==> config.mk <==
export PLATFORM = sky130hd
export DESIGN_NAME = sio_disk_command_responder_unit
export DESIGN_NICKNAME = d
export VERILOG_FILES = /design/src/rtl/sio_dcr_pkg.sv /design/src/rtl/sio_disk_command_responder_unit.sv
export SDC_FILE = /design/constraint.sdc
export NUM_CORES = 1
export LEC_CHECK = 0
export ABC_AREA = 1
export BUFFER_PORTS_ARGS = -buffer_cell sky130_fd_sc_hd__buf_2
export CORE_MARGIN = 10
export CORE_UTILIZATION = 30
export CTS_CLUSTER_SIZE = 10
export DETAILED_ROUTE_END_ITERATION = 8
export SYNTH_ARGS = -nofsm -noshare
export SYNTH_HDL_FRONTEND = slang
export SYNTH_SLANG_ARGS = --single-unit
==> constraint.sdc <==
create_clock -name clk -period 7.25 [get_ports clk]
set_input_delay 1.45 -clock clk [delete_from_list [all_inputs] [get_ports clk]]
set_output_delay 1.45 -clock clk [all_outputs]
set_load 0.01 [all_outputs]
==> src/rtl/sio_dcr_pkg.sv <==
// ----------------------------------------------------------------------------
// sio_dcr_pkg
// Shared types and codes of the serial-bus disk command responder.
// ----------------------------------------------------------------------------
`default_nettype none

package sio_dcr_pkg;

  // configuration register indexes
  localparam int unsigned CFG_INDEX_W = 3;
  localparam int unsigned CFG_DATA_W  = 64;

  typedef enum logic [CFG_INDEX_W-1:0] {
    REG_DRIVE_MODES     = 3'd0,
    REG_WRITE_PROTECT   = 3'd1,
    REG_IMAGE_PRESENT   = 3'd2,
    REG_SECTOR_LIM_LOW  = 3'd3,
    REG_SECTOR_LIM_HIGH = 3'd4,
    REG_EXTERNAL_LINKS  = 3'd5
  } cfg_reg_t;

  localparam int unsigned DEFAULT_NUM_DRIVES = 8;
  localparam int unsigned MAX_DRIVES         = 8;

  // bus codes
  localparam logic [7:0] DEV_DISK    = 8'h31;
  localparam logic [7:0] DEV_PRINTER = 8'h40;
  localparam logic [7:0] DIR_READ    = 8'h40;
  localparam logic [7:0] DIR_WRITE   = 8'h80;

  localparam logic [7:0] CMD_READ       = 8'h52; // R
  localparam logic [7:0] CMD_WRITE      = 8'h57; // W
  localparam logic [7:0] CMD_PUT        = 8'h50; // P
  localparam logic [7:0] CMD_STATUS     = 8'h53; // S
  localparam logic [7:0] CMD_GET_CONFIG = 8'h4E; // N
  localparam logic [7:0] CMD_SET_CONFIG = 8'h4F; // O
  localparam logic [7:0] CMD_FORMAT     = 8'h21; // !
  localparam logic [7:0] CMD_FORMAT_ED  = 8'h22; // "

  // drive modes
  localparam logic [3:0] MODE_OFF = 4'd0;
  localparam logic [3:0] MODE_EXT = 4'd1;
  localparam logic [3:0] MODE_35  = 4'd2;
  localparam logic [3:0] MODE_SD  = 4'd3;
  localparam logic [3:0] MODE_ED  = 4'd4;
  localparam logic [3:0] MODE_DD  = 4'd5;
  localparam logic [3:0] MODE_QD  = 4'd6;
  localparam logic [3:0] MODE_HD  = 4'd7;
  localparam logic [3:0] MODE_RAM = 4'd8;

  typedef enum logic [1:0] {
    ST_OK      = 2'd0,
    ST_TIMEOUT = 2'd1,
    ST_NAK     = 2'd2,
    ST_DONE    = 2'd3
  } status_t;

  typedef enum logic [1:0] {
    ROUTE_HERE     = 2'd0,
    ROUTE_EXTERNAL = 2'd1,
    ROUTE_PRINTER  = 2'd2
  } route_t;

  typedef enum logic [1:0] {
    XFER_NONE  = 2'd0,
    XFER_READ  = 2'd1,
    XFER_WRITE = 2'd2
  } xfer_kind_t;

  localparam int unsigned REPLY_MAX   = 12;
  localparam int unsigned REPLY_CNT_W = 4;
  localparam logic [REPLY_CNT_W-1:0] STATUS_LEN = 4'd4;
  localparam logic [REPLY_CNT_W-1:0] CONFIG_LEN = 4'd12;

  localparam int unsigned S_TDATA_W = 72;
  localparam int unsigned M_TDATA_W = 48;

  // one command block
  typedef struct packed {
    logic        host_io_ok;
    logic [15:0] sector;
    logic [15:0] byte_count;
    logic [7:0]  direction;
    logic [7:0]  cmd;
    logic [7:0]  unit_number;
    logic [7:0]  device_id;
  } cmd_block_t;

  // decoded answer of one command
  typedef struct packed {
    logic [REPLY_MAX-1:0][7:0] reply;
    logic [REPLY_CNT_W-1:0]    count;
    logic                      is_reply;
    logic [8:0]                xfer_bytes;
    logic [23:0]               xfer_offset;
    xfer_kind_t                kind;
    route_t                    route;
    status_t                   status;
  } answer_t;

endpackage

`default_nettype wire

==> src/rtl/sio_disk_command_responder_unit.sv <==
// ----------------------------------------------------------------------------
// sio_disk_command_responder_unit
// Answers serial-bus disk and printer command blocks for up to eight drives.
// ----------------------------------------------------------------------------
// Each command block taken on the slave stream is registered, decoded
// against the per-drive settings, and its answer is loaded into an output
// register. Most commands give one result transaction; a status command
// gives four and a get-configuration command twelve, one per cycle while
// m_tready is high, with tlast on the final one. One command is taken per
// cycle for single-result commands while m_tready is high; a status or
// configuration reply holds the next answer until the output register's
// reply shifter has sent its last byte. The input register takes a new
// command while the output register still holds an answer, so the two
// sides stall independently. Configuration writes are taken at any edge
// with cfg_we high and are meant to happen while no command is in flight;
// there is no read-back.
`default_nettype none

module sio_disk_command_responder_unit #(
  parameter int unsigned NUM_DRIVES = sio_dcr_pkg::DEFAULT_NUM_DRIVES
) (
  input  wire logic                               clk,
  input  wire logic                               rst,
  // configuration write port
  input  wire logic                               cfg_we,
  input  wire logic [sio_dcr_pkg::CFG_INDEX_W-1:0] cfg_index,
  input  wire logic [sio_dcr_pkg::CFG_DATA_W-1:0]  cfg_data,
  // command stream
  input  wire logic                               s_tvalid,
  output logic                                    s_tready,
  // device_id[7:0], unit_number[15:8], cmd[23:16], direction[31:24],
  // byte_count[47:32], sector[63:48], host_io_ok[64], zero [71:65]
  input  wire logic [sio_dcr_pkg::S_TDATA_W-1:0]   s_tdata,
  // result stream
  output logic                                    m_tvalid,
  input  wire logic                               m_tready,
  // status[1:0], route[3:2], transfer_kind[5:4], transfer_offset[29:6],
  // transfer_bytes[38:30], reply_byte[46:39], zero [47]
  output logic [sio_dcr_pkg::M_TDATA_W-1:0]        m_tdata,
  // reply_valid[0]
  output logic                                    m_tuser,
  output logic                                    m_tlast
);
  import sio_dcr_pkg::*;

  localparam int unsigned DRV_W = (NUM_DRIVES > 1) ? $clog2(NUM_DRIVES) : 1;

  // --------------------------------------------------------------------------
  // configuration registers, kept only for the drives that exist
  // --------------------------------------------------------------------------
  logic [3:0]            drive_mode [NUM_DRIVES];
  logic [15:0]           sector_limit [NUM_DRIVES];
  logic [NUM_DRIVES-1:0] write_protect;
  logic [NUM_DRIVES-1:0] image_present;
  logic                  ext_disk_link;
  logic                  ext_printer_link;

  always_ff @(posedge clk) begin
    if (rst) begin
      for (int d = 0; d < NUM_DRIVES; d++) begin
        drive_mode[d]   <= MODE_OFF;
        sector_limit[d] <= '0;
      end
      write_protect    <= '0;
      image_present    <= '0;
      ext_disk_link    <= 1'b0;
      ext_printer_link <= 1'b0;
    end else if (cfg_we) begin
      case (cfg_reg_t'(cfg_index))
        REG_DRIVE_MODES: begin
          for (int d = 0; d < NUM_DRIVES; d++) begin
            drive_mode[d] <= cfg_data[4*d +: 4];
          end
        end
        REG_WRITE_PROTECT:  write_protect <= cfg_data[NUM_DRIVES-1:0];
        REG_IMAGE_PRESENT:  image_present <= cfg_data[NUM_DRIVES-1:0];
        REG_SECTOR_LIM_LOW: begin
          for (int d = 0; d < NUM_DRIVES; d++) begin
            if (d < 4) sector_limit[d] <= cfg_data[16*(d%4) +: 16];
          end
        end
        REG_SECTOR_LIM_HIGH: begin
          for (int d = 0; d < NUM_DRIVES; d++) begin
            if (d >= 4) sector_limit[d] <= cfg_data[16*(d%4) +: 16];
          end
        end
        REG_EXTERNAL_LINKS: begin
          ext_disk_link    <= cfg_data[0];
          ext_printer_link <= cfg_data[1];
        end
        default: ; // unused indexes are ignored
      endcase
    end
  end

  // --------------------------------------------------------------------------
  // input register
  // --------------------------------------------------------------------------
  logic       in_valid;
  cmd_block_t in_cmd;
  logic       load;      // answer register takes the decoded command
  logic       out_valid;
  answer_t    out_ans;
  logic       out_done;  // final result transaction of the held answer

  assign s_tready = !in_valid || load;

  always_ff @(posedge clk) begin
    if (rst) begin
      in_valid <= 1'b0;
    end else if (s_tready) begin
      in_valid <= s_tvalid;
    end
    if (s_tready && s_tvalid) begin
      in_cmd <= cmd_block_t'(s_tdata[$bits(cmd_block_t)-1:0]);
    end
  end

  // --------------------------------------------------------------------------
  // decode
  // --------------------------------------------------------------------------
  answer_t          ans;
  logic [7:0]       unit_m1;
  logic             unit_ok;
  logic [DRV_W-1:0] drv;
  logic [3:0]       md;
  logic [15:0]      limit;
  logic [15:0]      limit_m1;
  logic [15:0]      sec_m1;
  logic             wp;
  logic             img;
  logic             is_ed;
  logic             is_hd;
  logic             sd_ed;
  logic             dd;
  logic             small_sec;
  logic             size_bad;
  logic             rd;
  logic             wr;
  logic [8:0]       nbytes;
  logic [23:0]      offset;

  always_comb begin
    unit_m1  = in_cmd.unit_number - 8'd1;
    unit_ok  = (in_cmd.unit_number != 8'd0) && ({1'b0, unit_m1} < 9'(NUM_DRIVES));
    drv      = unit_m1[DRV_W-1:0];
    md       = drive_mode[drv];
    limit    = sector_limit[drv];
    limit_m1 = limit - 16'd1;
    wp       = write_protect[drv];
    img      = image_present[drv];
    is_ed    = (md == MODE_ED);
    is_hd    = (md == MODE_HD);
    sd_ed    = (md == MODE_SD) || is_ed;
    dd       = (md == MODE_QD) || (md == MODE_DD) || is_hd || (md == MODE_RAM);

    // sector request checks
    sec_m1    = in_cmd.sector - 16'd1;
    small_sec = (in_cmd.sector < 16'd4) || sd_ed;
    if (small_sec) begin
      size_bad = (in_cmd.byte_count != 16'd128);
    end else if (is_hd) begin
      size_bad = 1'b0;
    end else begin
      size_bad = (in_cmd.byte_count != 16'd256);
    end
    nbytes = (!small_sec && is_hd) ? 9'd256 : in_cmd.byte_count[8:0];
    offset = sd_ed ? {1'b0, sec_m1, 7'b0} : {sec_m1, 8'b0};
    rd     = (in_cmd.cmd == CMD_READ) && (in_cmd.direction == DIR_READ);
    wr     = (in_cmd.cmd == CMD_WRITE) || (in_cmd.cmd == CMD_PUT);

    ans = '0;
    if (in_cmd.device_id == DEV_PRINTER) begin
      if (ext_printer_link) begin
        ans.route = ROUTE_EXTERNAL;
      end else if (in_cmd.cmd == CMD_STATUS || in_cmd.cmd == CMD_WRITE) begin
        ans.route = ROUTE_PRINTER;
      end
    end else if (in_cmd.device_id != DEV_DISK || (unit_ok && md == MODE_EXT)) begin
      // someone else on the bus may answer
      ans.status = ext_disk_link ? ST_OK : ST_TIMEOUT;
      ans.route  = ext_disk_link ? ROUTE_EXTERNAL : ROUTE_HERE;
    end else if (!unit_ok || md == MODE_OFF) begin
      ans.status = ST_TIMEOUT;
    end else if (md == MODE_35 || !img) begin
      ans.status = ST_NAK;
    end else begin
      case (in_cmd.cmd)
        CMD_FORMAT_ED:  ans.status = is_ed ? ST_OK : ST_NAK;
        CMD_FORMAT:     ans.status = wp ? ST_DONE : ST_OK;
        CMD_SET_CONFIG: ans.status = ST_OK;
        CMD_STATUS: begin
          ans.is_reply = 1'b1;
          ans.count    = STATUS_LEN;
          ans.reply[0] = {is_ed, 1'b0, dd, 1'b0, wp, 3'b000};
          ans.reply[1] = 8'hFF;
          ans.reply[2] = 8'hE0;
          ans.reply[3] = 8'h00;
        end
        CMD_GET_CONFIG: begin
          ans.is_reply = 1'b1;
          ans.count    = CONFIG_LEN;
          if (is_hd) begin
            // sector count field carries limit minus one
            ans.reply[0] = 8'h01;
            ans.reply[1] = 8'h00;
            ans.reply[2] = limit_m1[7:0];
            ans.reply[3] = limit_m1[15:8];
          end else begin
            ans.reply[0] = 8'h28;
            ans.reply[1] = 8'h02;
            ans.reply[2] = 8'h00;
            ans.reply[3] = is_ed ? 8'h1A : 8'h12;
          end
          ans.reply[4] = 8'h00;
          ans.reply[5] = dd ? 8'h04 : 8'h00;
          ans.reply[6] = dd ? 8'h01 : 8'h00;
          ans.reply[7] = dd ? 8'h00 : 8'h80;
          for (int k = 8; k < REPLY_MAX; k++) begin
            ans.reply[k] = 8'hFF;
          end
        end
        CMD_READ, CMD_WRITE, CMD_PUT: begin
          if (in_cmd.sector == 16'd0 || size_bad || in_cmd.sector > limit) begin
            ans.status = ST_NAK;
          end else if (md == MODE_RAM) begin
            // ram disk ignores protection, direction of writes and host status
            if (rd || wr) begin
              ans.kind        = rd ? XFER_READ : XFER_WRITE;
              ans.xfer_offset = offset;
              ans.xfer_bytes  = nbytes;
            end
          end else if (rd) begin
            ans.status      = in_cmd.host_io_ok ? ST_OK : ST_DONE;
            ans.kind        = XFER_READ;
            ans.xfer_offset = offset;
            ans.xfer_bytes  = nbytes;
          end else if (wr) begin
            if (in_cmd.direction != DIR_WRITE) begin
              ans.status = ST_NAK;
            end else if (wp) begin
              ans.status = ST_DONE;
            end else begin
              ans.status      = in_cmd.host_io_ok ? ST_OK : ST_DONE;
              ans.kind        = XFER_WRITE;
              ans.xfer_offset = offset;
              ans.xfer_bytes  = nbytes;
            end
          end
        end
        default: ans.status = ST_NAK;
      endcase
    end
  end

  // --------------------------------------------------------------------------
  // answer register and reply shifter
  // --------------------------------------------------------------------------
  assign out_done = !out_ans.is_reply || (out_ans.count == REPLY_CNT_W'(1));
  assign load     = !out_valid || (m_tready && out_done);

  always_ff @(posedge clk) begin
    if (rst) begin
      out_valid <= 1'b0;
    end else if (load) begin
      out_valid <= in_valid;
    end
    if (load) begin
      if (in_valid) out_ans <= ans;
    end else if (m_tready) begin
      // one reply byte goes out, the next moves to the front
      out_ans.reply <= {8'h00, out_ans.reply[REPLY_MAX-1:1]};
      out_ans.count <= out_ans.count - REPLY_CNT_W'(1);
    end
  end

  assign m_tvalid = out_valid;
  assign m_tuser  = out_ans.is_reply;
  assign m_tlast  = out_done;
  assign m_tdata  = {1'b0, out_ans.reply[0], out_ans.xfer_bytes, out_ans.xfer_offset,
                     out_ans.kind, out_ans.route, out_ans.status};

  // --------------------------------------------------------------------------
  // assertions
  // --------------------------------------------------------------------------
  a_reply_count: assert property (@(posedge clk) disable iff (rst)
    out_valid && out_ans.is_reply |-> out_ans.count != '0)
    else $error("reply held with no bytes left");

  a_stall_has_item: assert property (@(posedge clk) disable iff (rst)
    !s_tready |-> in_valid && out_valid)
    else $error("input stalled with nothing held");

  a_no_xfer_clean: assert property (@(posedge clk) disable iff (rst)
    out_valid && out_ans.kind == XFER_NONE |->
      out_ans.xfer_offset == '0 && out_ans.xfer_bytes == '0)
    else $error("transfer fields set without a transfer");

  a_reply_plain: assert property (@(posedge clk) disable iff (rst)
    out_valid && out_ans.is_reply |->
      out_ans.status == ST_OK && out_ans.route == ROUTE_HERE && out_ans.kind == XFER_NONE)
    else $error("reply byte carries status or transfer");

  a_handoff: assert property (@(posedge clk) disable iff (rst)
    in_valid && load |=> out_valid)
    else $error("decoded command lost at handoff");

endmodule

`default_nettype wire
==> summary.txt <==
Fin Setup TNS -> 0 ps
Num rows -> 84
Resized Gates After CTS -> 0
Worst r2r src -> in_cmd[8]
CTS H-tree depth -> 2
Layout cells sized above 1 -> 17.85%
RSZ-0062 raised after global routing -> false
Post-CTS Hold Buffers -> 0
Clock latency at the later pin of the worst-skew pair -> 580 ps
Final hold vios -> 0
Synth Cell Area -> 15990 µm²
Post-synthesis cell count -> 1631
Clk_skew -> 21.93 ps
Global-route usage over all layers -> 13.44%
Antenna violations before repair -> 4
Fillers -> 5326
First-pass GRT wire length -> 66760 µm
Critical path launch point -> in_cmd[8]
Drt wl/cell -> 17.46 µm
PortBufs -> 180
CP max-delay cell -> edfxtp_1
Synth unique cells -> 44
Crit path max-delay family -> simple AND/OR/NAND/NOR gates
CP endpoint kind -> flip-flop
Routability congestion estimate -> 0.8306
GR Util met2 -> 22.85%
Global routing's busiest layer -> met2
DR iter-0 viols -> 935
Clk Tree Root Cell -> clkbuf_16
Worst Path Arrival -> 5390 ps
Die Footprint -> 62930 µm²
Area contributors post-synth -> edfxtp_1 58%, nor2_1 7.8%, nand2_1 6.1%, inv_1 4.1%, o21ai_0 2.7%
Remaining Overflow, GRT -> 0
First-pass detailed-route iteration total -> 5
Reg-to-reg slack, setup -> 2240 ps
Outcome -> finished clean
Met1 usage -> 16.66%
Hold path depth -> 2
Max Transition Viols Final -> 0
Seq/Total Area, Yosys -> 60.92%
Vias in the first global route -> 11610
Die Height -> 250.9 µm
Post-synth ARST share -> 0%
Area of the multi-input gates -> 4890 µm²
Nets@finish -> 1941
Detailed-route via count -> 11550
Critical R2R Capture -> m_tdata[29]
Sequential cell area -> 9739 µm²
Synth warnings -> 0
Max cap viols -> 0
Syn avg cell area -> 9.802 µm²
Clock sinks -> 331
Max Buffers Root-to-Sink -> 3
DRC violations left -> 0
Vias per cell -> 4.641
Most frequent CP cell -> nand2_1
VDD IR max -> 157.3 µV
Hpwl dp -> 30530 µm
CP max FO -> 38
Area Growth Syn to Fin -> 15.19%
Min-Delay Startpoint -> out_ans[70]
Buffers & Inverters on Critical Path -> 5
Number of synthesized flops with an enable pin -> 311
Grt met3 use -> 3.158%
Worst path cell trace -> inv_4 > ha_2 > inv_2 > nor2_1 > o21ai_0 > nand2_1 > inv_1 > o21ai_1 > inv_1 > ha_1 > a21oi_1 > nand3b_1 > a21oi_1 > nor2_1 > nand2_1 > nand2_1 > nand3_2 > inv_2 > nand3_2 > nor3_1
TritonCTS clock tree -> yes
Fin crit period -> 5008 ps
Pre-CTS WS -> 2192 ps
Static Leak -> 7.688 nW
CP startpoint kind -> flip-flop
Final setup fails -> 0
Relative slew slack -> 30.33%
Die width -> 250.9 µm
Setup WS post-layout -> 2242 ps
R2R cell count -> 20
Synth area leader -> edfxtp_1
Crit path kind -> flip-flop to flip-flop
Worst-path clk slew -> 60 ps
Fin crit share -> 69.07%
Num CTS Buffers -> 41
Sink of the worst hold path -> out_ans[62]
Power Density -> 253.0 nW/µm²
End-of-flow core utilization -> 34.98%
Number of I/O pins -> 196
Post-CTS Setup Repair Bufs -> 0
Core box area -> 52660 µm²
Synthesized flop and latch total -> 331
Main flop type after synthesis -> edfxtp_1
Largest net degree at the start of global routing -> 72
Detail Route Antenna Nets -> 0
Final WL -> 43440 µm
Max Freq -> 199.7 MHz
Worst endpoint required time -> 7630 ps
Starting density of the core -> 30.36%
Crit-path max cell delay -> 840 ps
Hold Crit Class -> flip-flop to flip-flop
Worst slew pin tran -> 1041 ps
Post-synth top area share -> 58.41%
[sequential cells by signal, indices dropped and copies added (netlist names)]
signal	count
drive_mode	32
ext_disk_link	1
ext_printer_link	1
image_present	8
in_cmd	65
in_valid	1
m_tdata	40
m_tuser	1
m_tvalid	1
out_ans	45
sector_limit	128
write_protect	8
[cells in the mapped netlist, types with 14 or more instances]
| cell | number |
|---|---|
| inv_1 | 175 |
| buf_6 | 14 |
| nor2_1 | 334 |
| nand3_1 | 62 |
| buf_2 | 19 |
| dfxtp_1 | 20 |
| clkbuf_1 | 26 |
| nor2_2 | 15 |
| o22ai_1 | 17 |
| nor3_1 | 16 |
| buf_4 | 53 |
| nand2_1 | 260 |
| ha_1 | 22 |
| edfxtp_1 | 311 |
| o21ai_1 | 47 |
| o21ai_0 | 85 |
| xor2_1 | 17 |
| a21oi_1 | 40 |
[where the power goes]
group	leakage [nW]	internal, W	total, W	switching [W]
clock network	0.570	0.00105	0.00183	0.000784
logic	3.92	0.000170	0.000567	0.000397
registers	3.20	0.00222	0.00226	0.0000442
[final cells by class]
cell class | count | area share (%)
Clock buffer | 55 | 5.911
Clock inverter | 11 | 0.4212
Antenna cell | 2 | 0.02718
Multi-Input combinational cell | 1013 | 26.55
Inverter | 189 | 3.866
Timing Repair Buffer | 199 | 5.666
Sequential cell | 331 | 52.88
Tap cell | 688 | 4.674
[cell usage in the layout (no fill, tap or decap), drive strengths merged]
cell and n:
a211oi 1, a21boi 2, a21oi 40, a22oi 1, a31oi 1, a32o 1
buf 199, clkbuf 55, clkinv 11, conb 15, dfxtp 20, diode 2
edfxtp 311, ha 22, inv 189, nand2 269, nand3 66, nand3b 1
nand4 13, nor2 356, nor3 17, nor4 5, o211ai 8, o21ai 144
o21bai 1, o221ai 1, o22ai 17, or2 4, or4 1, xnor2 9
xor2 18
[worst max path at each step]
stage	slack, ps	end	cells past startpoint
4_1_cts	2170	m_tdata[29]	21
3_3_place_gp	2330	m_tdata[29]	21
5_1_grt	1810	m_tdata[13]	21
2_1_floorplan	1140	m_tdata[39]	4
3_5_place_dp	2190	m_tdata[29]	21
6_report	2240	m_tdata[29]	20
[metrics by stage]
stage          power [W]  area [µm²]  instances  hold slack (ps)
2_1_floorplan   0.002681       16040       1645            492.6
3_3_place_gp    0.002854       17250       2420            496.4
3_5_place_dp    0.002871       17250       2420            505.6
4_1_cts         0.004715       18410       2486            513.2
5_1_grt         0.004859       18420       2488            531.7
6_report        0.004660       18420       2488            509.9
[per-layer routing]
metal	part of all wire (%)	wire length, µm	vias up
met1	42	18300	5491
met2	48	21020	378
li1	-	-	5621
met3	7.6	3292	53
met4	1.9	810	4
met5	0.048	21	-
[worst min-delay path, stage by stage, from the launching register on]
cell and delay, ps:
edfxtp_1 320, nand2_1 50, nand2_1 50
[kinds of logic (layout without fill, tap and decap cells)]
group	after synthesis	count (layout)	synth area share, %
buf+inv	301	454	9.133
fa+ha+maj	22	22	1.722
other cells	1	17	0.02346
compound gates	217	217	7.521
xor+xnor	27	27	1.526
simple gates	732	732	19.16
flops	331	331	60.92
Power figures use the tool's default switching activity.
